**src/sv/psbr_pkg.sv**
```systemverilog
package psbr_pkg;

  localparam int unsigned PATTERN_MAX = 16;
  localparam int unsigned CNT_W       = $clog2(PATTERN_MAX + 1);
  localparam int unsigned POS_W       = 48;
  localparam int unsigned OIB_W       = 16;
  localparam int unsigned CFG_W       = 64;
  localparam int unsigned CFG_IDX_W   = 3;
  localparam int unsigned LOG2_MIN    = 9;
  localparam int unsigned LOG2_MAX    = 16;

  typedef enum logic [CFG_IDX_W-1:0] {
    REG_PATTERN_LOW  = 3'd0,
    REG_PATTERN_HIGH = 3'd1,
    REG_PATTERN_LEN  = 3'd2,
    REG_BLOCK_LOG2   = 3'd3,
    REG_START_OFFSET = 3'd4,
    REG_LAST_OFFSET  = 3'd5
  } cfg_reg_e;

  typedef logic [PATTERN_MAX-1:0][7:0] window_t;
  typedef logic [PATTERN_MAX-1:0][7:0] pattern_t;

  typedef struct packed {
    logic [POS_W-1:0] block_offset;
    logic [OIB_W-1:0] offset_in_block;
  } result_t;

  // Pattern length as used: zero counts as one, anything above the maximum is clamped.
  function automatic logic [CNT_W-1:0] eff_len(input logic [4:0] raw);
    logic [CNT_W-1:0] len;
    if (raw == 5'd0) begin
      len = CNT_W'(1);
    end else if (32'(raw) > PATTERN_MAX) begin
      len = CNT_W'(PATTERN_MAX);
    end else begin
      len = CNT_W'(raw);
    end
    return len;
  endfunction

  function automatic logic [4:0] eff_log2(input logic [4:0] raw);
    logic [4:0] lg;
    if (32'(raw) < LOG2_MIN) begin
      lg = 5'(LOG2_MIN);
    end else if (32'(raw) > LOG2_MAX) begin
      lg = 5'(LOG2_MAX);
    end else begin
      lg = raw;
    end
    return lg;
  endfunction

endpackage

```
**src/sv/psbr_match.sv**
```systemverilog
module psbr_match (
  input  psbr_pkg::window_t           window_i,
  input  psbr_pkg::pattern_t          pattern_i,
  input  logic [psbr_pkg::CNT_W-1:0]  len_i,
  output logic                        match_o
);

  logic [psbr_pkg::PATTERN_MAX-1:0] ok;

  // Window entry k (newest at 0) lines up with pattern byte len-1-k.
  always_comb begin
    logic [psbr_pkg::CNT_W-1:0] pidx;
    for (int k = 0; k < psbr_pkg::PATTERN_MAX; k++) begin
      pidx = len_i - psbr_pkg::CNT_W'(1) - psbr_pkg::CNT_W'(k);
      if (psbr_pkg::CNT_W'(k) < len_i) begin
        ok[k] = (window_i[k] == pattern_i[pidx[$clog2(psbr_pkg::PATTERN_MAX)-1:0]]);
      end else begin
        ok[k] = 1'b1;
      end
    end
  end

  assign match_o = &ok;

endmodule

```
**src/sv/pattern_search_block_report.sv**
```systemverilog
// Scans a byte stream for a pattern of 1 to 16 bytes and reports each
// non-overlapping match by its start offset, split into a block-aligned offset
// and an offset inside a power-of-two block. One byte beat is taken every
// cycle unless the input is stalled; the window compare, range check and
// offset math sit between the stream state registers and a two-entry output
// buffer, which registers each result into its output or skid entry. The
// input stalls only while both output entries hold results that have not been
// taken. A byte with restart set starts at start_offset with an empty window.
// Configuration writes take effect from the next byte.
module pattern_search_block_report (
  input  logic                            clk_i,
  input  logic                            rst_ni,
  input  logic                            cfg_we_i,
  input  logic [psbr_pkg::CFG_IDX_W-1:0]  cfg_idx_i,
  input  logic [psbr_pkg::CFG_W-1:0]      cfg_data_i,
  input  logic                            in_valid_i,
  output logic                            in_stall_o,
  input  logic [7:0]                      data_byte_i,
  input  logic                            restart_i,
  output logic                            out_valid_o,
  input  logic                            out_stall_i,
  output logic [psbr_pkg::POS_W-1:0]      block_offset_o,
  output logic [psbr_pkg::OIB_W-1:0]      offset_in_block_o
);

  localparam int unsigned POS_W = psbr_pkg::POS_W;
  localparam int unsigned CNT_W = psbr_pkg::CNT_W;

  logic [63:0]      pat_low_q, pat_high_q;
  logic [4:0]       pat_len_q, blk_log2_q;
  logic [POS_W-1:0] start_off_q, last_off_q;

  psbr_pkg::window_t win_q, win_d, win_base;
  logic [CNT_W-1:0]  seen_q, seen_d, seen_base;
  logic [CNT_W-1:0]  skip_q, skip_d, skip_base;
  logic [POS_W-1:0]  pos_q, pos_d, pos_cur;

  psbr_pkg::result_t out_q, out_d, skid_q, skid_d, res;
  logic              out_vld_q, out_vld_d, skid_vld_q, skid_vld_d;

  logic              accept, match, hit, out_free;
  logic [CNT_W-1:0]  len;
  logic [4:0]        lg;
  logic [POS_W-1:0]  start_pos, bmask;

  assign in_stall_o = skid_vld_q;
  assign accept     = in_valid_i && !in_stall_o;
  assign len        = psbr_pkg::eff_len(pat_len_q);
  assign lg         = psbr_pkg::eff_log2(blk_log2_q);

  always_ff @(posedge clk_i or negedge rst_ni) begin
    if (!rst_ni) begin
      pat_low_q   <= '0;
      pat_high_q  <= '0;
      pat_len_q   <= 5'd1;
      blk_log2_q  <= 5'(psbr_pkg::LOG2_MIN);
      start_off_q <= '0;
      last_off_q  <= '0;
    end else if (cfg_we_i) begin
      case (psbr_pkg::cfg_reg_e'(cfg_idx_i))
        psbr_pkg::REG_PATTERN_LOW:  pat_low_q   <= cfg_data_i;
        psbr_pkg::REG_PATTERN_HIGH: pat_high_q  <= cfg_data_i;
        psbr_pkg::REG_PATTERN_LEN:  pat_len_q   <= cfg_data_i[4:0];
        psbr_pkg::REG_BLOCK_LOG2:   blk_log2_q  <= cfg_data_i[4:0];
        psbr_pkg::REG_START_OFFSET: start_off_q <= cfg_data_i[POS_W-1:0];
        psbr_pkg::REG_LAST_OFFSET:  last_off_q  <= cfg_data_i[POS_W-1:0];
        default: ;
      endcase
    end
  end

  // A restart clears the window and counters before the byte is shifted in.
  always_comb begin
    win_base  = restart_i ? '0 : win_q;
    seen_base = restart_i ? '0 : seen_q;
    skip_base = restart_i ? '0 : skip_q;
    pos_cur   = restart_i ? start_off_q : pos_q;

    win_d = {win_base[psbr_pkg::PATTERN_MAX-2:0], data_byte_i};
    seen_d = (seen_base < CNT_W'(psbr_pkg::PATTERN_MAX)) ? seen_base + CNT_W'(1) : seen_base;
    pos_d = pos_cur + POS_W'(1);
  end

  psbr_match u_match (
    .window_i  (win_d),
    .pattern_i ({pat_high_q, pat_low_q}),
    .len_i     (len),
    .match_o   (match)
  );

  always_comb begin
    hit    = (skip_base == '0) && (seen_d >= len) && (pos_cur < last_off_q) && match;
    skip_d = (skip_base != '0) ? skip_base - CNT_W'(1) :
             hit ? len - CNT_W'(1) : '0;

    start_pos = pos_cur - POS_W'(len - CNT_W'(1));
    bmask     = (POS_W'(1) << lg) - POS_W'(1);
    res.block_offset    = start_pos & ~bmask;
    res.offset_in_block = start_pos[psbr_pkg::OIB_W-1:0] & bmask[psbr_pkg::OIB_W-1:0];
  end

  always_ff @(posedge clk_i or negedge rst_ni) begin
    if (!rst_ni) begin
      win_q  <= '0;
      seen_q <= '0;
      skip_q <= '0;
      pos_q  <= '0;
    end else if (accept) begin
      win_q  <= win_d;
      seen_q <= seen_d;
      skip_q <= skip_d;
      pos_q  <= pos_d;
    end
  end

  // Two-entry output buffer: the skid entry fills only when the output
  // entry is held, and it drains first once the output entry frees up.
  always_comb begin
    out_free   = !out_vld_q || !out_stall_i;
    out_d      = out_q;
    out_vld_d  = out_vld_q;
    skid_d     = skid_q;
    skid_vld_d = skid_vld_q;
    if (skid_vld_q) begin
      if (out_free) begin
        out_d      = skid_q;
        out_vld_d  = 1'b1;
        skid_vld_d = 1'b0;
      end
    end else if (out_free) begin
      out_d     = res;
      out_vld_d = accept && hit;
    end else if (accept && hit) begin
      skid_d     = res;
      skid_vld_d = 1'b1;
    end
  end

  always_ff @(posedge clk_i or negedge rst_ni) begin
    if (!rst_ni) begin
      out_vld_q  <= 1'b0;
      skid_vld_q <= 1'b0;
    end else begin
      out_vld_q  <= out_vld_d;
      skid_vld_q <= skid_vld_d;
    end
  end

  always_ff @(posedge clk_i) begin
    out_q  <= out_d;
    skid_q <= skid_d;
  end

  assign out_valid_o       = out_vld_q;
  assign block_offset_o    = out_q.block_offset;
  assign offset_in_block_o = out_q.offset_in_block;

endmodule

```
**config.mk**
```make
export PLATFORM = sky130hd
export DESIGN_NAME = pattern_search_block_report
export DESIGN_NICKNAME = d
export VERILOG_FILES = /design/src/sv/psbr_pkg.sv /design/src/sv/psbr_match.sv /design/src/sv/pattern_search_block_report.sv
export SDC_FILE = /design/constraint.sdc
export NUM_CORES = 1
export LEC_CHECK = 0
export BUFFER_PORTS_ARGS = -buffer_cell sky130_fd_sc_hd__buf_4
export CORE_UTILIZATION = 40
export DETAILED_ROUTE_END_ITERATION = 8
export PLACE_DENSITY = 0.58
export SYNTH_ARGS = -nofsm -noshare
export SYNTH_HDL_FRONTEND = slang
export SYNTH_HIERARCHICAL = 1
export SYNTH_SLANG_ARGS = --single-unit
```
**constraint.sdc**
```tcl
create_clock -name clk_i -period 24.8 [get_ports clk_i]
set_input_delay 2.48 -clock clk_i [delete_from_list [all_inputs] [get_ports clk_i]]
set_output_delay 2.48 -clock clk_i [all_outputs]
set_load 0.01 [all_outputs]
```
; After elaboration in Yosys (flattened, before gate mapping)
; Index checks and enable logic that the tools add are counted.
[classes]
add_sub_neg = 22
magnitude_cmp = 38
eq_ne = 21
n_shift = 1
n_mux = 69
n_bitwise = 5
reduce_logical = 21
[ops]
columns = cell, n
row1 = $bmux 8 s4, 16
row2 = $mux 64, 3
row3 = $eq 8x8->1, 16
row4 = $mux 8, 16
row5 = $mux 120, 1
row6 = $lt 4x5->1 const B, 16
row7 = $add 48x1->48 const B, 1
row8 = $and 48x48->48, 1
row9 = $lt 48x48->1, 1
row10 = $mux 48, 1
row11 = $not 48->48, 1
row12 = $shl 1x5->48 const A, 1
row13 = $sub 48x2->48 const B, 1
row14 = $sub 48x48->48, 1
row15 = $mux 5, 9
row16 = $lt 4x5->1 const A, 8
row17 = $sub 4x4->4 const B, 8
row18 = $mux 1, 23
row19 = $lt 3x5->1 const A, 4
row20 = $and 16x16->16, 1
row21 = $reduce_and 16->1, 1
row22 = $sub 4x3->4 const B, 4
row23 = $reduce_and 2->1, 6
row24 = $gt 5x5->1 const B, 2
row25 = other kinds (21), 35
[totals]
register_bits = 542
out_inout_bits = 66
elab_cells = 207

; Depth between registers and ports, before layout
; Gate-level depths: netlist of the first run.
[logic_depth]
word_depth = 15
mapped_depth = 28
mapped_depth_nobuf = 20

; Cells and area by module
; The synthesis of the first run kept the hierarchy.
[by_module_without_submodules]
columns = module, n_inst, cells_each, area_per_inst_um2, seq_area_each_um2
row1 = pattern_search_block_report, 1, 2282, 26904.6, 14207.4
row2 = psbr_match, 1, 864, 8476.9, 0.0

; Least setup slack after synthesis of the first run
; OpenSTA, ideal clock, no wires.
[synth_path]
kind = input -> register
from = input port restart_i
to = register skid_q[0] in the netlist's numbering, enable pin
setup_time_ps = 564
t_arrival_ps = 10551
required_time_ps = 24236
slack_ps = 13685
stages = 19
path_buffers = 8
path_cell_list = buf_6 -> buf_6 -> buf_2 -> buf_2 -> buf_4 -> buf_2 -> buf_1 -> clkbuf_1 -> mux2_2 -> ha_1 -> o21ai_0 -> a31oi_1 -> o21ai_0 -> a311o_1 -> a311oi_1 -> or4_1 -> o2111ai_1 -> nand4_1 -> nor3_1
[synth_between]
elab_chain_cells = 9
word_cells_on_any_way = 46
[synth_rtl]
columns = element, line_no
row1 = "start, declared", pattern_search_block_report.sv:19  ; input logic restart_i,
row2 = $mux 5, pattern_search_block_report.sv:75  ; seen_base = restart_i ? '0 : seen_q;
row3 = $add 5x1->5 / $lt 5x5->1 (equally long branches), pattern_search_block_report.sv:80  ; seen_d = (seen_base < CNT_W'(psbr_pkg::PATTERN_MAX)) ? seen_base + CNT_W'(1) : seen_base;
row4 = $mux 5, pattern_search_block_report.sv:80
row5 = $ge 5x5->1, pattern_search_block_report.sv:92  ; hit = (skip_base == '0) && (seen_d >= len) && (pos_cur < last_off_q) && match;
row6 = $logic_and 1x1->1 (2 in a row), pattern_search_block_report.sv:92
row7 = $logic_and 1x1->1 *, pattern_search_block_report.sv:92
row8 = $logic_and 1x1->1 *, pattern_search_block_report.sv:133  ; end else if (accept && hit) begin
row9 = $reduce_and 3->1 (no line) *, -
row10 = "end signal, assigned", pattern_search_block_report.sv:151  ; skid_q <= skid_d;
row11 = "end, declared", pattern_search_block_report.sv:38  ; psbr_pkg::result_t out_q, out_d, skid_q, skid_d, res;
; Every way passes the cells marked *; elsewhere a longest branch is shown, timed or not.
; A chain may end at the register's enable or synchronous reset.

; Final worst setup path of the first run
[layout_path]
from = register pat_len_q[4]
to = register skid_q[61] in the netlist's numbering, enable pin
[layout_between]
elab_chain_cells = 13
word_cells_on_any_way = 107
[layout_rtl]
columns = element, line_no
row1 = "start, declared", pattern_search_block_report.sv:30  ; logic [4:0] pat_len_q, blk_log2_q;
row2 = "start signal, assigned", pattern_search_block_report.sv:63  ; psbr_pkg::REG_PATTERN_LEN: pat_len_q <= cfg_data_i[4:0];
row3 = $gt 5x5->1, psbr_pkg.sv:34  ; end else if (32'(raw) > PATTERN_MAX) begin
row4 = $mux 5, psbr_pkg.sv:34
row5 = $mux 5 *, psbr_pkg.sv:32  ; if (raw == 5'd0) begin
row6 = named net len[0], pattern_search_block_report.sv:42  ; logic [CNT_W-1:0] len;
row7 = $sub 5x1->5, psbr_match.sv:14  ; pidx = len_i - psbr_pkg::CNT_W'(1) - psbr_pkg::CNT_W'(k);
row8 = "$sub 4x1->4, or another cell as far along", psbr_match.sv:14
row9 = $bmux 8 s4, psbr_match.sv:16  ; ok[k] = (window_i[k] == pattern_i[pidx[$clog2(psbr_pkg::PATTERN_MAX)-1:0]]);
row10 = $mux 8 (implied by the code), psbr_match.sv:16
row11 = $eq 8x8->1, psbr_match.sv:16
row12 = $mux 1, psbr_match.sv:15  ; if (psbr_pkg::CNT_W'(k) < len_i) begin
row13 = $reduce_and 16->1 *, psbr_match.sv:23  ; assign match_o = &ok;
row14 = named net match, pattern_search_block_report.sv:41  ; logic accept, match, hit, out_free;
row15 = $logic_and 1x1->1 *, pattern_search_block_report.sv:92
row16 = $logic_and 1x1->1 *, pattern_search_block_report.sv:133
row17 = $reduce_and 3->1 (no line) *, -
; The timed path passes the listed nets; every way through them passes the cells marked *. The select of a mux whose other input is x is not followed.

==> key figures, run 1 <==
Status
  – Outcome: finished clean

Die
  – Row cnt: 108
  – Initial Utilization: 0.4059
  – # IOs: 147
  – CORE AREA: between 80000 and 90000 um^2
  – Die W: 299.4 um
  – Die Ht: 299.4 um
  – Die footprint: approximately 90000 um^2

Route
  – Vias per cell: around 5.7
  – # DRC: 0
  – WL/cell: approximately 25 um
  – Initial DRC count: 2037
  – Routed Wire Length: 110.9 mm
  – DRT Pass-1 Iters: 5
  – Routed Antenna Nets: 0
  – Vias: 25333

Layout
  – Fin cells: 4470
  – Filler cell count in the final layout: approximately 8200
  – Antenna cells: 0
  – FF+latch area: approximately 14000 um^2
  – Nets: 3462
  – Multi-input gate area: just over 20000 um^2
  – Post-route cell area: just under 40000 um^2
  – Layout cell share with drive strength beyond 1: 0.2567
  – Synth-to-Final Area Change: 12.26%

STA
  – Setup violations, final: 0
  – Hold Vio Cnt, Final: 0
  – Max-slew headroom: 0.1561
  – Clk_skew: 53.60 ps
  – Worst Max-Slew Pin Slew: ~1300 ps
  – Crit path time final: about 9600 ps
  – Max Freq: a little over 0.1 GHz
  – Period Utilization, post-route: 0.3888
  – Setup TNS: 0 ps
  – RSZ-0062 raised after global routing: no
  – Max Slew Vio Count: 0

Worst hold path
  – Cells on Worst Hold Path: 2
  – Hold Crit Endpoint: win_q[0]$_DFFE_PN0P_
  – Worst min-delay path class: reg2reg
  – Min-delay src: win_q[0]$_DFFE_PN0P_

Power and ir drop
  – Leakage: 17.16 nW
  – PwrDens: 120.4 nW/um^2
  – Maximum VDD drop: 0.06874 mV

Worst setup path
  – Worst r2r dst: skid_q[61]$_DFFE_PP_
  – Startpoint type of the worst setup path: flop
  – Crit path arrival time: roughly 9900 ps
  – Reg2reg setup slack: 15160 ps
  – Worst r2r path cells: 21
  – Reg-to-Reg Start: pat_len_q[4]$_DFFE_PN0P_
  – WS Path Type: reg2reg
  – CP endpoint kind: flop
  – Worst path required time: 25090 ps
  – Worst-path maximum fanout: 64

Clock network
  – Root buf cell: clkbuf_16
  – Worst skew pair latency: 660 ps
  – CTS buffer count: 60
  – TritonCTS clock tree: yes
  – Reg clk slew, reported paths: 60 ps
  – H-tree levels: 2
  – Clock net sink count: around 540
  – Postcts setup bufs: 0
  – Post_cts resized: 0
  – CTS Hold Bufs: 0
  – Clock Tree Buf Depth: 3

Placed design
  – DP Area: about 38000 um^2
  – Final Wtd Congestion: 0.9782
  – Placed insts: ~4400
  – Final HPWL DP: 84.96 mm
  – I/O Buffers: 146

Logic synthesis
  – Number of synthesized register bits: 542
  – Synth async-reset ratio: 0.7638
  – Yosys top cell by area: dfrtp_1
  – Register area share after synthesis: 0.4015
  – Yosys warns: 6
  – Top_reg_cell synth: dfrtp_1
  – Netlist Area Pre-Place: 35380 um^2
  – Syn avg cell area: 11.25 um^2
  – Top post-synthesis cells by area: dfrtp_1, mux2_2, edfxtp_1
  – Count of different cell masters after synthesis: 100
  – Top-count cell post-synth: mux2_2
  – Commonest cells in the synthesized netlist: mux2_2, dfrtp_1, mux2i_1, nand2_1, nor2b_1
  – Number of synthesized flops with an enable pin: 128
  – Post-Syn Instances: about 3100
  – Yosys top cell area share: 0.2907

Job
  – Max Cap Violations: 0

Global routing
  – Gr usage total: 0.2449
  – Largest net degree at the start of global routing: 102
  – Total grt overflow: 0
  – Initial antenna violation count: 9
  – Vias in the first global route: ~24000
  – First-pass GRT wire length: 163.5 mm
[cells by family after synthesis]
family | Yosys count | synth area share
buffers and inverters | 275 | 0.03469
AO/OA/AOI/OAI | 448 | 0.08257
adder cells (fa/ha/maj) | 116 | 0.04113
AND/OR/NAND/NOR | 708 | 0.1005
flip-flops | 542 | 0.4015
other | 2 | 0.0002123
multiplexers | 824 | 0.2776
XOR/XNOR | 231 | 0.06181
[state kept, by name, indices dropped and copies added, names as in the netlist]
register and cells:
pat_low_q 64, in_stall_o 1, pat_len_q 5, block_offset_o 48, offset_in_block_o 16, skid_q 64, out_valid_o 1, start_off_q 48
pos_q 48, pat_high_q 64, skip_q 5, win_q 120, last_off_q 48, seen_q 5, blk_log2_q 5
[how the worst max path moves through the flow]
stage / from / endpoint / slack [ps] / depth (start not counted)
floorplan: restart_i / skid_q[0]$_DFFE_PP_ / 13690 / 19
global placement: pat_len_q[4]$_DFFE_PN0P_ / skid_q[62]$_DFFE_PP_ / 15540 / 22
detailed placement: pat_len_q[4]$_DFFE_PN0P_ / skid_q[61]$_DFFE_PP_ / 15420 / 22
CTS: pat_len_q[4]$_DFFE_PN0P_ / skid_q[61]$_DFFE_PP_ / 15360 / 22
global route: pat_len_q[4]$_DFFE_PN0P_ / skid_q[61]$_DFFE_PP_ / 14700 / 22
finish: pat_len_q[4]$_DFFE_PN0P_ / skid_q[61]$_DFFE_PP_ / 15160 / 21
[layer usage]
| metal | routed length [um] | track usage |
|---|---|---|
| met1 | 51510 | 0.3507 |
| met2 | 47990 | 0.3638 |
| met3 | 7624 | 0.05806 |
| met4 | 3714 | 0.07690 |
| met5 | 12 | 0 |
[stage by stage]
step / worst slack, ps / util / total power (W) / hold WS, ps
after global placement: 15540 / 0.4318 / 0.003806 / 451.1
after floorplan: 13690 / - / 0.003057 / 437.9
after detailed placement: 15420 / 0.4318 / 0.003802 / 455.7
final: 15160 / 0.4557 / 0.004783 / 466.3
after CTS: 15360 / 0.4557 / 0.004767 / 470.8
after global routing: 14700 / 0.4557 / 0.005020 / 488.4
[critical path, cell delays in order, from the launching register on]
cell	delay (ps)
dfrtp_1	820
inv_1	210
o21ai_0	320
clkinv_2	740
inv_1	180
buf_4	470
ha_4	730
buf_4	890
mux4_2	590
mux2i_1	260
mux2i_1	150
xnor2_1	180
nand4_1	150
nor4_2	640
o22ai_1	200
or3_1	350
nor4b_2	450
o2111ai_1	190
a21oi_1	300
nand4_1	320
nor3_2	200
buf_4	660
[power breakdown]
group	leakage (nW)	internal [W]	switching (W)	total [W]
Combinational	9.66	0.00111	0.00150	0.00261
Clock	0.992	0.000556	0.000389	0.000945
Sequential	6.50	0.00110	0.000123	0.00123
Total	17.2	0.00277	0.00202	0.00478
[placed cells by master, fill, tap and decap left out, types with 103 or more instances in the layout]
cell type,n
o21ai_0,114
xnor2_1,136
ha_1,112
inv_1,103
nor2b_1,142
buf_4,175
mux2_2,456
edfxtp_1,128
mux2i_1,284
dfrtp_1,410
nand2_1,259
[layout make-up]
class / count / area share
clock buffer: 77 / 0.04067
clock inverter: 33 / 0.01184
inverter: 107 / 0.01017
multi-input combinational: 2379 / 0.5095
sequential: 542 / 0.3577
tap: 1155 / 0.03638
timing repair buffer: 177 / 0.03374
Power figures use the tool's default switching activity.
==> run 2, diff against run 1 <==
- clock period: 24.8 -> 9.3 ns (I/O delays scaled with it)
==> key figures, run 2 (synthesis results as in run 1) <==
STA
  – Max-slew headroom: 0.1133 (-0.04282)
  – Crit path time final: 7558 ps (-2084 ps)
  – Period Utilization, post-route: 0.8126 (+0.4239)
  – Setup violations, final: 0 (unchanged)
  – Max Slew Vio Count: 0 (unchanged)
  – Worst Max-Slew Pin Slew: 1312 ps (+52.04 ps)
  – Clk_skew: 60.16 ps (+6.562 ps)
  – RSZ-0062 raised after global routing: no
  – Max Freq: 0.1323 GHz (+28%)
  – Setup TNS: 0 ps (unchanged)
  – Hold Vio Cnt, Final: 0 (unchanged)

Clock network
  – Post_cts resized: 0 (unchanged)
  – Clock Tree Buf Depth: 3 (unchanged)
  – H-tree levels: 2 (unchanged)
  – Reg clk slew, reported paths: 60 ps (about the same)
  – TritonCTS clock tree: yes
  – CTS buffer count: 60 (unchanged)
  – Worst skew pair latency: 670 ps (about the same)
  – Clock net sink count: 542 (unchanged)
  – Root buf cell: clkbuf_16
  – CTS Hold Bufs: 0 (unchanged)
  – Postcts setup bufs: 0 (unchanged)

Die
  – Row cnt: 108 (unchanged)
  – Die footprint: 89650 um^2 (unchanged)
  – Die Ht: 299.4 um (unchanged)
  – # IOs: 147 (unchanged)
  – CORE AREA: 87160 um^2 (unchanged)
  – Die W: 299.4 um (unchanged)
  – Initial Utilization: 0.4059 (unchanged)

Worst setup path
  – CP Depth: 20 (-4.8%)
  – Crit path arrival time: 7830 ps (-2100 ps)
  – Crit path top cell by count: mux2i_1
  – Crit path cell chain: inv_4, nand2_1, inv_1, inv_1, ha_4, buf_12, mux2i_1, mux2i_1, mux2i_1, mux2i_1, xor2_1, nor4_1, a41oi_1, or3_1, nor4b_2, o2111ai_1, a21oi_1, nand4_1, nor3_2, buf_4
  – Top delay family on crit path: simple AND/OR/NAND/NOR gates
  – Worst path required time: 9580 ps (-15510 ps)
  – CP endpoint kind: flop
  – Startpoint type of the worst setup path: flop
  – Worst path bufs/invs: 5 (-1)
  – WS Path Type: reg2reg
  – Worst r2r path cells: 20 (-4.8%)
  – Reg2reg setup slack: 1740 ps (-13420 ps)
  – Worst-path maximum fanout: 65 (+1.6%)
  – Slowest CP cell: ha_4
  – Origin of the worst setup path: pat_len_q[4]$_DFFE_PN0P_
  – Reg-to-Reg Start: pat_len_q[4]$_DFFE_PN0P_
  – Slowest stage delay, CP: 790 ps (-100 ps)

Route
  – Routed Wire Length: 107.9 mm (-2.7%)
  – Vias per cell: 5.688 (+0.36%)
  – Met1 wire length: 50.46 mm (-2.1%)
  – Top routing layer in use: met5
  – # DRC: 0 (unchanged)
  – Vias: 25390 (+0.23%)
  – Routed Antenna Nets: 0 (unchanged)
  – Initial DRC count: 2332 (+14%)
  – WL/cell: 24.16 um (-2.6%)
  – WL met3: 6.822 mm (-11%)
  – DRT Pass-1 Iters: 6 (+1)
  – Met2 routed WL: 47.75 mm (-0.49%)

Power and ir drop
  – Logic gate share of total power: 0.543 (-0.003)
  – Switching power: 0.005298 W (+160%)
  – Clock network power share: 0.200 (+0.002)
  – Maximum VDD drop: 0.1867 mV (+170%)
  – Leakage: 17.21 nW (+0.31%)
  – Sw Ratio: 0.4165 (-0.005041)
  – PwrDens: 319.3 nW/um^2 (+170%)
  – Flop pwr share: 0.258 (about the same)
  – Pint: 0.007422 W (+170%)

Worst hold path
  – Worst min-delay path class: in2async

Layout
  – Synth-to-Final Area Change: 12.61%
  – Commonest non-fill, non-tap cell in the layout: mux2_2
  – Core Util, Final: 0.4571 (+0.001421)
  – Nets: 3456 (-0.17%)
  – Reg with most FFs: win_q
  – Layout cell share with drive strength beyond 1: 0.2600 (+0.003264)
  – Most frequent cells in the layout: mux2_2, dfrtp_1, mux2i_1
  – Max FFs per register: 120 (unchanged)

Placed design
  – I/O Buffers: 146 (unchanged)
  – Final Wtd Congestion: 0.9921 (+1.4%)
  – Final HPWL DP: 82.25 mm (-3.2%)

Global routing
  – Largest net degree at the start of global routing: 146 (+43%)
  – Initial antenna violation count: 2 (-7)
  – Total grt overflow: 0 (unchanged)
  – Gr usage total: 0.2381 (-0.006776)
  – Vias in the first global route: 24319 (+0.32%)
  – First-pass GRT wire length: 161.3 mm (-1.3%)

Job
  – Max Cap Violations: 0 (unchanged)

Status
  – Outcome: finished clean
-- run 2: cell types whose count changed in the layout (fill, tap and decap cells not counted), sizes merged --
| cell | previous run | this run |
|---|---|---|
| diode | 0 | 1 |
| bufinv | 9 | 8 |
| clkinvlp | 6 | 3 |
| clkbuf | 77 | 79 |
| clkinv | 17 | 18 |
| buf | 177 | 171 |
-- run 2: worst reg2reg max path, stage by stage, from the launching register on --
cell	delay (ps)
dfrtp_1	630
inv_4	180
nand2_1	110
inv_1	130
inv_1	130
ha_4	790
buf_12	520
mux2i_1	430
mux2i_1	120
mux2i_1	630
mux2i_1	190
xor2_1	180
nor4_1	420
a41oi_1	170
or3_1	380
nor4b_2	370
o2111ai_1	180
a21oi_1	310
nand4_1	310
nor3_2	240
buf_4	700
-- run 2: layout make-up --
type / count / area [um^2]
Timing Repair Buffer: 171 / 1358
Clock inverter: 30 / 417.9
Sequential cell: 542 / 14210
Multi-Input combinational cell: 2379 / 20290
Inverter: 107 / 419.2
Clock buffer: 79 / 1703
Tap cell: 1155 / 1445
Fill cell: 8219 / 47310
Antenna cell: 1 / 2.502
-- run 2: worst paths after layout --
kind                                    endpoint
min in group clk_i          win_q[5]$_DFFE_PN0P_
setup reg to reg            skid_q[56]$_DFFE_PP_
setup / recovery            skid_q[56]$_DFFE_PP_
hold / removal             win_q[33]$_DFFE_PN0P_
hold reg to reg             win_q[5]$_DFFE_PN0P_
max in group asynchronous  seen_q[0]$_DFFE_PN0P_
-- run 2: routing by layer --
layer  global-route usage  vias up
li1                     -    11680
met1               0.3499    12736
met2               0.3625      827
met3              0.03907      145
met4              0.06135        2
met5                    0        -
-- run 2: power groups by stage --
| stage | clock [W] | sequential [W] | combinational, W |
|---|---|---|---|
| after global routing | 0.00269 | 0.00333 | 0.00732 |
| after CTS | 0.00260 | 0.00328 | 0.00679 |
| final | 0.00254 | 0.00328 | 0.00690 |
| after detailed placement | 0 | 0.00332 | 0.00676 |
| after floorplan | 0 | 0.00324 | 0.00501 |
| after global placement | 0 | 0.00332 | 0.00675 |
-- run 2: metrics by stage --
stage                     area (um^2)  std cells  hold slack (ps)  total power, W  setup slack, ps
final                           39840       4464            321.7         0.01272             1742
after global routing            39840       4463            381.7         0.01334             1326
after CTS                       39840       4463            347.8         0.01267             1874
after detailed placement        37720       4354            455.6         0.01008             1906
after global placement          37720       4354            451.5         0.01007             2028
after floorplan                 35830       3196            437.9        0.008250           -56.50
